===== config.mk =====
export PLATFORM = sky130hd
export DESIGN_NAME = touch_swipe_detector
export DESIGN_NICKNAME = d
export VERILOG_FILES = /design/src/rtl/core/tsd_pkg.sv /design/src/rtl/core/tsd_swipe_eval.sv /design/src/rtl/core/touch_swipe_detector.sv
export SDC_FILE = /design/constraint.sdc
export NUM_CORES = 1
export LEC_CHECK = 0
export BUFFER_PORTS_ARGS = -buffer_cell sky130_fd_sc_hd__buf_2
export CAP_MARGIN = 20
export CORE_MARGIN = 3
export CORE_UTILIZATION = 50
export CTS_BUF_LIST = sky130_fd_sc_hd__clkbuf_4
export DETAILED_ROUTE_END_ITERATION = 8
export PLACE_DENSITY = 0.69
export SETUP_SLACK_MARGIN = 0.5
export SYNTH_ARGS = -nofsm -noshare
export SYNTH_HDL_FRONTEND = slang
export SYNTH_SLANG_ARGS = --single-unit

===== constraint.sdc =====
create_clock -name clk -period 6.8 [get_ports clk]
set_input_delay 1.7 -clock clk [delete_from_list [all_inputs] [get_ports clk]]
set_output_delay 1.7 -clock clk [all_outputs]
set_load 0.1 [all_outputs]

===== src/rtl/core/tsd_pkg.sv =====
package tsd_pkg;

  localparam int unsigned CoordW  = 16;
  localparam int unsigned ThreshW = 15;

  localparam logic [ThreshW-1:0] ThreshReset = 15'd30;

  typedef logic [CoordW-1:0] coord_t;

  typedef enum logic [2:0] {
    CODE_KEY_DOWN  = 3'd0,
    CODE_KEY_UP    = 3'd1,
    CODE_KEY_LEFT  = 3'd2,
    CODE_KEY_RIGHT = 3'd3,
    CODE_ABS_X     = 3'd4,
    CODE_ABS_Y     = 3'd5,
    CODE_TOUCH     = 3'd6,
    CODE_OTHER     = 3'd7
  } req_code_t;

  typedef enum logic [1:0] {
    GESTURE_NONE = 2'd0,
    GESTURE_DOWN = 2'd1,
    GESTURE_UP   = 2'd2
  } gesture_t;

endpackage


===== src/rtl/core/tsd_swipe_eval.sv =====
module tsd_swipe_eval
  import tsd_pkg::*;
(
  input  coord_t             cur_x,
  input  coord_t             cur_y,
  input  coord_t             start_x,
  input  coord_t             start_y,
  input  logic [ThreshW-1:0] threshold,
  output logic               qualifies,
  output gesture_t           direction
);

  // The panel is mounted rotated, so the vertical motion comes from the
  // negated X travel and the horizontal motion from the negated Y travel.
  logic signed [CoordW-1:0] vdiff;
  logic signed [CoordW-1:0] hdiff;
  logic signed [CoordW-1:0] vmag;
  logic signed [CoordW-1:0] hmag;
  logic signed [CoordW-1:0] thresh_s;

  assign vdiff = signed'(start_x - cur_x);
  assign hdiff = signed'(start_y - cur_y);

  // Wrapping magnitude: the most negative value stays negative.
  assign vmag = vdiff[CoordW-1] ? -vdiff : vdiff;
  assign hmag = hdiff[CoordW-1] ? -hdiff : hdiff;

  assign thresh_s = signed'({1'b0, threshold});

  assign qualifies = (vmag > hmag) && (vmag > thresh_s);
  assign direction = (vdiff > 0) ? GESTURE_DOWN : GESTURE_UP;

endmodule


===== src/rtl/core/touch_swipe_detector.sv =====
// Each result is registered and valid in the cycle after its input word is accepted.
// Throughput: one word per cycle; the result register is the only stage, and
// a new word is taken whenever that register is empty or being emptied.
// Reset (rst_n low, synchronous): coordinates, start point and touch state
// clear to zero, the swipe threshold returns to 30 and no result is held.
module touch_swipe_detector
  import tsd_pkg::*;
(
  input  logic               clk,
  input  logic               rst_n,
  input  logic               cfg_we,
  input  logic [ThreshW-1:0] cfg_swipe_threshold,
  input  logic               in_valid,
  output logic               in_ready,
  input  logic [2:0]         in_req_type,
  input  logic [15:0]        in_event_value,
  output logic               out_valid,
  input  logic               out_ready,
  output logic [1:0]         out_gesture,
  output logic               out_touch_report,
  output logic               out_touched,
  output logic [15:0]        out_point_x,
  output logic [15:0]        out_point_y
);

  logic [ThreshW-1:0] thresh_r;
  coord_t             cur_x_r, cur_x_nxt;
  coord_t             cur_y_r, cur_y_nxt;
  coord_t             start_x_r, start_x_nxt;
  coord_t             start_y_r, start_y_nxt;
  logic               pressed_r, pressed_nxt;
  logic               was_pressed_r, was_pressed_nxt;
  logic               armed_r, armed_nxt;
  logic               out_valid_r;
  gesture_t           gesture_r, gesture_nxt;
  logic               report_r, report_nxt;
  logic               touched_r;
  coord_t             point_x_r;
  coord_t             point_y_r;

  logic               accept;
  logic               swipe_ok;
  gesture_t           swipe_dir;
  req_code_t          code;
  logic               touch_now;

  assign in_ready = !out_valid_r || out_ready;
  assign accept   = in_valid && in_ready;
  assign code     = req_code_t'(in_req_type);
  assign touch_now = (in_event_value != '0);

  tsd_swipe_eval u_eval (
    .cur_x     (cur_x_r),
    .cur_y     (cur_y_r),
    .start_x   (start_x_r),
    .start_y   (start_y_r),
    .threshold (thresh_r),
    .qualifies (swipe_ok),
    .direction (swipe_dir)
  );

  always_comb begin
    cur_x_nxt       = cur_x_r;
    cur_y_nxt       = cur_y_r;
    start_x_nxt     = start_x_r;
    start_y_nxt     = start_y_r;
    pressed_nxt     = pressed_r;
    was_pressed_nxt = was_pressed_r;
    armed_nxt       = armed_r;
    gesture_nxt     = GESTURE_NONE;
    report_nxt      = 1'b0;
    unique case (code)
      CODE_KEY_DOWN: begin
        if (in_event_value == 16'd1) gesture_nxt = GESTURE_DOWN;
      end
      CODE_KEY_UP: begin
        if (in_event_value == 16'd1) gesture_nxt = GESTURE_UP;
      end
      CODE_ABS_X: cur_x_nxt = in_event_value;
      CODE_ABS_Y: cur_y_nxt = in_event_value;
      CODE_TOUCH: begin
        pressed_nxt     = touch_now;
        was_pressed_nxt = touch_now;
        report_nxt      = 1'b1;
        if (touch_now && !was_pressed_r) begin
          start_x_nxt = cur_x_r;
          start_y_nxt = cur_y_r;
          armed_nxt   = 1'b1;
        end else if (!touch_now && armed_r) begin
          if (swipe_ok) gesture_nxt = swipe_dir;
          armed_nxt = 1'b0;
        end
      end
      default: ;
    endcase
  end

  always_ff @(posedge clk) begin
    if (!rst_n) begin
      thresh_r      <= ThreshReset;
      cur_x_r       <= '0;
      cur_y_r       <= '0;
      start_x_r     <= '0;
      start_y_r     <= '0;
      pressed_r     <= 1'b0;
      was_pressed_r <= 1'b0;
      armed_r       <= 1'b0;
      out_valid_r   <= 1'b0;
    end else begin
      if (cfg_we) thresh_r <= cfg_swipe_threshold;
      if (accept) begin
        cur_x_r       <= cur_x_nxt;
        cur_y_r       <= cur_y_nxt;
        start_x_r     <= start_x_nxt;
        start_y_r     <= start_y_nxt;
        pressed_r     <= pressed_nxt;
        was_pressed_r <= was_pressed_nxt;
        armed_r       <= armed_nxt;
        out_valid_r   <= 1'b1;
      end else if (out_ready) begin
        out_valid_r <= 1'b0;
      end
    end
  end

  always_ff @(posedge clk) begin
    if (accept) begin
      gesture_r <= gesture_nxt;
      report_r  <= report_nxt;
      touched_r <= pressed_nxt;
      point_x_r <= cur_x_nxt;
      point_y_r <= cur_y_nxt;
    end
  end

  assign out_valid        = out_valid_r;
  assign out_gesture      = gesture_r;
  assign out_touch_report = report_r;
  assign out_touched      = touched_r;
  assign out_point_x      = point_x_r;
  assign out_point_y      = point_y_r;

  // The previous-press flag follows every touch word, so it tracks the press state.
  a_press_track: assert property (@(posedge clk) disable iff (!rst_n)
    was_pressed_r == pressed_r)
    else $error("was_pressed diverged from pressed");

  // A swipe can only be armed while the panel is held.
  a_armed_held: assert property (@(posedge clk) disable iff (!rst_n)
    armed_r |-> pressed_r)
    else $error("swipe armed without a press");

  a_gesture_code: assert property (@(posedge clk) disable iff (!rst_n)
    out_valid_r |-> (gesture_r != 2'd3))
    else $error("illegal gesture code");

  // A touch report always carries the press state of its own word.
  a_report_state: assert property (@(posedge clk) disable iff (!rst_n)
    (accept && code == CODE_TOUCH) |=> (report_r && touched_r == pressed_r))
    else $error("touch report does not match press state");

  a_reset_empty: assert property (@(posedge clk)
    $past(!rst_n) |-> !out_valid_r)
    else $error("result held after reset");

endmodule

Word level (Yosys, flattened, before mapping). Index checks and enable logic that the tools add are counted.

Register bits: 119. Bits in latches: 0. Bits in writable memories: 0. Memory bits (read-only): 0. Bits of input ports: 39. Output and inout port bits: 38. Word-level logic and storage cells: 58. Memories: 0.

Add/sub/neg operators: 4. $mul: 0. Div/mod/pow operators: 0. Order comparisons: 3. Equality and inequality tests: 5. Shift operators: 0. Muxes and demuxes: 17. Bitwise logic cells: 0. Reduce and logical (&&, ||, !) cells: 15.

Operators with widths (number): $mux 16 (4); $gt 16x16->1 (2); $neg 16->16 (2); $sub 16x16->16 (2); $eq 16x1->1 const B (1); $gt 16x1->1 const B (1); $reduce_bool 16->1 (1); $mux 2 (5); $eq 3x3->1 const B (3); $mux 1 (7); $pmux 2 s3 (1); $reduce_and 3->1 (2); $logic_and 1x1->1 (4); $reduce_bool 2->1 (2); $eq 3x1->1 const B (1); $logic_not 1->1 (3); $logic_not 3->1 (1); $reduce_and 2->1 (1); $logic_or 1x1->1 (1).

Longest topological paths before layout. Gate-level depths: netlist of run 1.

Depth after elaboration: 9. Mapped depth: 23. Depth with buffers taken out: 21.

Cells and area by module. Synthesis of run 1 repeated with hierarchy kept, for this count alone.

Cell total of the unflattened synthesis: 848. Area total of the unflattened synthesis: 8075.2 µm².

By module, submodules not included: touch_swipe_detector (instances 1, cells each 397, area an instance 4795.8 µm², sequential area each 2742.6 µm²); tsd_swipe_eval (instances 1, cells each 451, area an instance 3279.4 µm², sequential area each 0.0 µm²).

Least setup slack after synthesis of run 1. No wires, ideal clock.

Kind: register to register. Start point: register cur_y_r[0]. End point: register gesture_r[0], in the netlist out_gesture[0], data pin. Setup time: 170 ps. Arrival time: 4955 ps. Data required time: 6630 ps. Path slack: 1676 ps. Stages on the path, launching flop included: 16. Buffers on the path: 0. Clock period less this slack: 5124 ps. Cells stage by stage: dfxtp_1 -> ha_1 -> inv_1 -> fa_1 -> a21o_1 -> a221oi_2 -> xnor2_1 -> or3b_1 -> or4b_4 -> or3_1 -> or4_1 -> ha_1 -> o21ai_0 -> or4b_2 -> or4_1 -> o32ai_2.

Longest elaborated chain between the ends: 9.

Ends and longest elaborated chain: start, declared (line touch_swipe_detector.sv:28) `coord_t cur_y_r, cur_y_nxt;`; start signal, assigned (line touch_swipe_detector.sv:113) `cur_y_r <= cur_y_nxt;`; $sub 16x16->16 (*) (line tsd_swipe_eval.sv:22) `assign hdiff = signed'(start_y - cur_y);`; $neg 16->16 (line tsd_swipe_eval.sv:26) `assign hmag = hdiff[CoordW-1] ? -hdiff : hdiff;`; $mux 16 (*) (line tsd_swipe_eval.sv:26); $gt 16x16->1 (*) (line tsd_swipe_eval.sv:30) `assign qualifies = (vmag > hmag) && (vmag > thresh_s);`; $logic_and 1x1->1 (*) (line tsd_swipe_eval.sv:30); $mux 2 (*) (line touch_swipe_detector.sv:90) `if (swipe_ok) gesture_nxt = swipe_dir;`; $mux 2 (*) (line touch_swipe_detector.sv:89) `end else if (!touch_now && armed_r) begin`; $mux 2 (*) (line touch_swipe_detector.sv:85) `if (touch_now && !was_pressed_r) begin`; $pmux 2 s3 (*) (line touch_swipe_detector.sv:72) `unique case (code)`; net gesture_nxt[0] (line touch_swipe_detector.sv:35) `gesture_t gesture_r, gesture_nxt;`; end signal, assigned (line touch_swipe_detector.sv:128) `gesture_r <= gesture_nxt;`; end, declared (line touch_swipe_detector.sv:35).

Mark *: on every way through the listed nets, which the timed path passes. The rest lies on a longest branch. A chain may end at the register's enable or synchronous reset.

Worst setup path after layout of run 1. Same ends and word-level chain as after synthesis.

==> results.sh, run 1 <==
export IMPL_dp_cells=1150
export IMPL_synth_top_family_by_area="simple AND/OR/NAND/NOR gates"
export IMPL_ys_warn_count=0
export IMPL_pre_cts_ws_ps=1340
export IMPL_cp_required_ps=7190
export IMPL_die_w_um=131
export IMPL_setup_worst_path_end_class="flop"
export IMPL_io_pins=77
export IMPL_p_per_area_nw_per_um2=248
export IMPL_row_count=45
export IMPL_fin_cells=1184
export IMPL_start_util_pct=51.2
export IMPL_outcome="finished, final reports clean"
export IMPL_clock_sinks=119
export IMPL_core_area_um2=15300
export IMPL_synthDistinctLibCells=72
export IMPL_p_int_w=0.00131
export IMPL_min_period_over_period_pct=80.4
export IMPL_synth_top_cells_by_count="110 x nand2_1, 83 x dfxtp_1, 64 x inv_1, 61 x a21oi_1, 57 x ha_1"
export IMPL_cts_buffer_depth=2
export IMPL_synth_fp_nets=996
export IMPL_layout_nets=1056
export IMPL_dr_pass1_iters=5
export IMPL_post_cts_buffers=0
export IMPL_post_cts_resized=0
export IMPL_fin_ws_ps=1340
export IMPL_drv_slew=0
export IMPL_cts_buffers=17
export IMPL_ant_nets=0
export IMPL_netlist_area_um2=7810
export IMPL_h_tree_depth=4
export IMPL_post_drt_wl_per_cell_um=15.8
export IMPL_cts_hold_buf=0
export IMPL_area_growth_pct=10.9
export IMPL_gr_total_overflow=0
export IMPL_hold_depth=2
export IMPL_max_slew_margin_pct=38.6
export IMPL_synth_ff_type="dfxtp_1"
export IMPL_drc=0
export IMPL_routed_wl_mm=18.7
export IMPL_post_dp_hpwl_mm=13.7
export IMPL_reg2reg_depth=15
export IMPL_dpl_cell_area_um2=8350
export IMPL_synth_area_per_cell_um2=8.70
export IMPL_finalPower_w=0.00215
export IMPL_netSwitchingPower_w=0.000841
export IMPL_ys_top_cells_by_area="dfxtp_1 21%, edfxtp_1 14%, ha_1 9.1%, nand2_1 5.3%, a21oi_1 3.9%"
export IMPL_hold_violations=0
export IMPL_grt_max_degree=82
export IMPL_grt_usage_pct=22.5
export IMPL_final_setup_viol_count=0
export IMPL_drv_cap=0
export IMPL_grt_pass1_vias=5915
export IMPL_antenna_found_initial=1
export IMPL_fin_area_um2=8660
export IMPL_p_comb_share_pct=37.8
export IMPL_dr_total_vias=6406
export IMPL_clk_root_buffer_cell="clkbuf_4"
export IMPL_p_leak_nw=3.49
export IMPL_gp_congestion=0.906
export IMPL_switching_share_pct=39.2
export IMPL_worst_pin_slew_ps=918
export IMPL_irDropWorstVdd_mv=0.213
export IMPL_synth_simple_gate_area_share_pct=20.4
export IMPL_drive_gt1_share_pct=17.2
export IMPL_yosys_register_bits=119
export IMPL_insertion_delay_ps=550
export IMPL_yosysTopAreaCell="dfxtp_1"
export IMPL_path_clk_slew_ps=130
export IMPL_rsz0062_at_grt="no"
export IMPL_fp_dieH_um=131
export IMPL_synth_most_common_cell="nand2_1"
export IMPL_p_clk_share_pct=26.5
export IMPL_period_needed_ps=5460
export IMPL_fin_skew_ps=15.5
export IMPL_synth_edff_count=36
export IMPL_dieArea_um2=17200
export IMPL_hp_class="reg -> reg"
export IMPL_worstPathMaxFanout=4
export IMPL_synthAdderAreaFrac_pct=9.90
export IMPL_cp_start_kind="flop"
export IMPL_critical_path_class="reg -> reg"
export IMPL_synthArstFlopShare_pct=0
export IMPL_muxShareOfSynthArea_pct=4.93
export IMPL_cts_tree="done"
export IMPL_cp_arrival_ps=5850
export IMPL_grt_pass1_wl_mm=30.1
export IMPL_clock_fmax_mhz=183
export IMPL_io_buffers=76
export IMPL_pwr_share_seq_pct=35.7
export IMPL_synth_compound_area_share_pct=18.0
export IMPL_vias_per_cell=5.41
export IMPL_ys_seq_area_share_pct=35.1
export IMPL_tns_ps=0
export IMPL_syn_inst=898
export IMPL_synth_top_area_share_pct=21.3
export IMPL_synth_xor_area_share_pct=6.50
export IMPL_first_iter_violations=396
==> placed cells by master (no fill, tap or decap), types with 32 or more instances in the layout <==
| cell type | netlist | layout |
|---|---|---|
| nor2_1 | 55 | 55 |
| nor2b_1 | 47 | 47 |
| buf_2 | 2 | 76 |
| a21oi_1 | 61 | 61 |
| a21boi_0 | 33 | 33 |
| dfxtp_1 | 83 | 83 |
| edfxtp_1 | 36 | 36 |
| xnor2_1 | 32 | 32 |
| ha_1 | 57 | 57 |
| inv_1 | 64 | 64 |
| nand2_1 | 110 | 110 |
| o21ai_0 | 41 | 41 |
==> worst max-delay path, cell delays in order (launching register included) <==
cell,delay (ps)
dfxtp_1,400
ha_1,220
inv_1,60
fa_1,400
a21o_1,210
a221oi_2,320
xnor2_1,170
or3b_1,410
or4b_4,530
or3_1,350
or4_1,410
ha_1,330
o21ai_0,70
or4b_2,620
or4_1,550
o32ai_2,260
==> worst paths after layout <==
kind / slack (ps) / end / from
min: 460 / pressed_r / pressed_r
max: 1340 / out_gesture[0] / cur_y_r[0]
min reg2reg: 460 / pressed_r / pressed_r
max reg2reg: 1340 / out_gesture[0] / cur_y_r[0]
==> kinds of logic (layout without fill, tap and decap cells) <==
kind of cell               Yosys count  after routing
and+or+nand+nor                    317            317
AOI/OAI and AO/OA                  208            208
DFF                                119            119
buffers and inverters              104            177
adders and majority gates           61             61
xor gates and xnor gates            53             53
muxes                               36             36
other                                0              2
==> per-layer routing <==
metal,part of all wire [%],GRT usage (%),vias to the layer above,wire length [µm]
met5,0,0,-,0
met4,2.2,7.38,0,404
met3,4.2,5.24,28,787
met2,44,34.1,143,8220
met1,50,31.6,2959,9270
li1,-,-,3276,-
==> layout make-up <==
class	instances	area (µm²)
Antenna cell	2	5.00
Clock buffer	17	128
Inverter	64	240
Fill cell	1414	6590
Clock inverter	15	181
Multi-Input combinational cell	675	4690
Timing Repair Buffer	81	418
Sequential cell	119	2740
Tap cell	211	264
==> registers in the layout (all words and copies together) (netlist names) <==
register,flops
was_pressed_r,1
thresh_r,15
out_point_x,16
start_y_r,16
start_x_r,16
pressed_r,1
out_point_y,16
cur_y_r,16
out_touch_report,1
out_touched,1
cur_x_r,16
out_valid,1
out_gesture,2
armed_r,1
==> power by group through the flow <==
stage | Clock (W) | Combinational [W] | Sequential [W]
2_1_floorplan | 0 | 0.000550 | 0.000882
3_3_place_gp | 0 | 0.000799 | 0.000782
3_5_place_dp | 0 | 0.000807 | 0.000782
4_1_cts | 0.000580 | 0.000812 | 0.000767
5_1_grt | 0.000611 | 0.000906 | 0.000770
6_report | 0.000568 | 0.000812 | 0.000767
==> stage by stage <==
step	hold slack (ps)	util (%)
2_1_floorplan	426	-
3_3_place_gp	445	54.7
3_5_place_dp	447	54.7
4_1_cts	464	56.8
5_1_grt	485	56.8
6_report	458	56.8
Power figures use the tool's default switching activity.
==> run 2, diff against run 1 <==
==> constraint.sdc (replaced) <==
create_clock -name clk -period 5.36 [get_ports clk]
set_input_delay 1.34 -clock clk [delete_from_list [all_inputs] [get_ports clk]]
set_output_delay 1.34 -clock clk [all_outputs]
set_load 0.1 [all_outputs]
==> run 2 against run 1 <==
Net effect: first-iteration DRC count grew 32%; largest cell class unchanged; highest routed layer unchanged; sequential cell count unchanged; clock skew is 1.5 ps higher.
==> results.sh, run 2 (synthesis gave the netlist of run 1 again) <==
export IMPL_row_count=45
export IMPL_cp_required_ps=5740
export IMPL_fin_cells=1210
export IMPL_grt_met1_usage_pct=32.5
export IMPL_area_growth_pct=19.2
export IMPL_fin_skew_ps=17.1
export IMPL_vias_per_cell=5.52
export IMPL_min_from="cur_x_r[2]"
export IMPL_grt_pass1_wl_mm=30.8
export IMPL_critical_path_class="reg -> reg"
export IMPL_irDropWorstVdd_mv=0.211
export IMPL_drv_cap=0
export IMPL_layout_common_cells="110 x nand2_1, 78 x dfxtp_1, 76 x buf_2"
export IMPL_rsz0062_at_grt="yes"
export IMPL_clock_fmax_mhz=204
export IMPL_p_per_area_nw_per_um2=308
export IMPL_die_w_um=131
export IMPL_dp_cells=1157
export IMPL_grt_usage_pct=23.2
export IMPL_grt_max_degree=77
export IMPL_clk_root_buffer_cell="clkbuf_4"
export IMPL_r2r_start="start_x_r[0]"
export IMPL_final_setup_viol_count=0
export IMPL_rrSetupSlack_ps=460
export IMPL_start_util_pct=51.2
export IMPL_met2_usage_pct=35.2
export IMPL_ant_nets=0
export IMPL_min_period_over_period_pct=91.4
export IMPL_cp_start_kind="flop"
export IMPL_io_buffers=76
export IMPL_hp_class="reg -> reg"
export IMPL_worst_pin_slew_ps=978
export IMPL_io_pins=77
export IMPL_post_dp_hpwl_mm=14.3
export IMPL_path_clk_slew_ps=130
export IMPL_cts_tree="done"
export IMPL_drc=0
export IMPL_num_fill_cells=1383
export IMPL_drv_slew=0
export IMPL_layout_cells_most_common="nand2_1"
export IMPL_tns_ps=0
export IMPL_h_tree_depth=4
export IMPL_reg2reg_depth=26
export IMPL_post_drt_wl_per_cell_um=16.5
export IMPL_hold_end="start_x_r[2]"
export IMPL_use_met3_pct=4.63
export IMPL_cts_buffer_depth=2
export IMPL_cts_hold_buf=0
export IMPL_core_area_um2=15300
export IMPL_hold_violations=0
export IMPL_max_slew_margin_pct=34.6
export IMPL_hold_depth=2
export IMPL_p_leak_nw=3.75
export IMPL_antenna_cells=0
export IMPL_antenna_found_initial=0
export IMPL_fin_ws_ps=459
export IMPL_gr_total_overflow=0
export IMPL_routed_wl_mm=20.0
export IMPL_first_iter_violations=524
export IMPL_drive_gt1_share_pct=26.0
export IMPL_clock_sinks=119
export IMPL_pre_cts_ws_ps=138
export IMPL_gp_congestion=0.923
export IMPL_dr_pass1_iters=7
export IMPL_worstPathMaxFanout=4
export IMPL_setup_worst_path_end_class="flop"
export IMPL_grt_pass1_vias=6000
export IMPL_fp_dieH_um=131
export IMPL_layout_nets=1084
export IMPL_top_usage_layer="met2"
export IMPL_cp_arrival_ps=5280
export IMPL_cts_buffers=17
export IMPL_outcome="finished, final reports clean"
export IMPL_dieArea_um2=17200
export IMPL_dr_total_vias=6674
export IMPL_period_needed_ps=4900
export IMPL_timing_rr_end="out_gesture[0]"
export IMPL_insertion_delay_ps=560
run 2: metrics by stage:
| step | hold slack, ps | instance area [µm²] | utilization, % | total power [W] |
|---|---|---|---|---|
| 2_1_floorplan | 426 | 7830 | - | 0.00182 |
| 6_report | 462 | 9310 | 61.0 | 0.00286 |
| 4_1_cts | 467 | 8940 | 58.6 | 0.00275 |
| 5_1_grt | 492 | 9310 | 61.0 | 0.00301 |
| 3_3_place_gp | 448 | 8420 | 55.2 | 0.00203 |
| 3_5_place_dp | 449 | 8420 | 55.2 | 0.00204 |
run 2: power breakdown:
group	total (W)	leakage [nW]	switching (W)	internal, W
Clock	0.000648	0.150	0.000408	0.000241
Combinational	0.00124	2.56	0.000727	0.000514
Sequential	0.000974	1.04	0.0000131	0.000961
run 2: cell type report:
type,count,area (µm²),area share [%]
Clock buffer,17,128,1.37
Clock inverter,15,143,1.53
Tap cell,211,264,2.84
Timing Repair Buffer,109,628,6.75
Inverter,64,240,2.58
Multi-Input combinational cell,675,5160,55.4
Sequential cell,119,2750,29.5
run 2: per-layer routing:
metal	vias to the layer above	wire, µm
met5	-	0
met4	0	607
met3	43	861
met2	175	8990
met1	3124	9500
li1	3332	-
run 2: worst max-delay path by stage:
stage,cells past startpoint,slack [ps],startpoint,endpoint
3_3_place_gp,18,300,cur_x_r[0],out_gesture[0]
3_5_place_dp,18,140,cur_x_r[0],out_gesture[0]
4_1_cts,19,490,start_x_r[0],out_gesture[0]
6_report,26,460,start_x_r[0],out_gesture[0]
5_1_grt,26,260,start_x_r[0],out_gesture[0]
2_1_floorplan,16,440,start_y_r[0],out_gesture[0]
run 2: worst max-delay path, cell delays in order, from the launching register on:
cell      delay [ps]
dfxtp_2          350
inv_2             60
ha_4             140
inv_2             40
fa_2             380
a21oi_4          190
buf_4            130
o21bai_1          60
xor2_1           390
or3b_4           230
nor3_4            40
nor3b_4          190
buf_4            170
buf_4            120
buf_4            120
buf_4            120
buf_4            120
buf_4            120
a31oi_1          250
xnor2_2          180
ha_1             190
nand2_1           60
o21ai_0           70
a211o_2          170
a31oi_4           40
or4_4            540
o32ai_2          260
run 2: timing repair:
item | 4_1_cts | 5_1_grt
pin swaps | 13 | 21
buffers inserted | 15 | 6
resized for setup | 27 | 58
endpoints found under the setup margin | 2 | 2
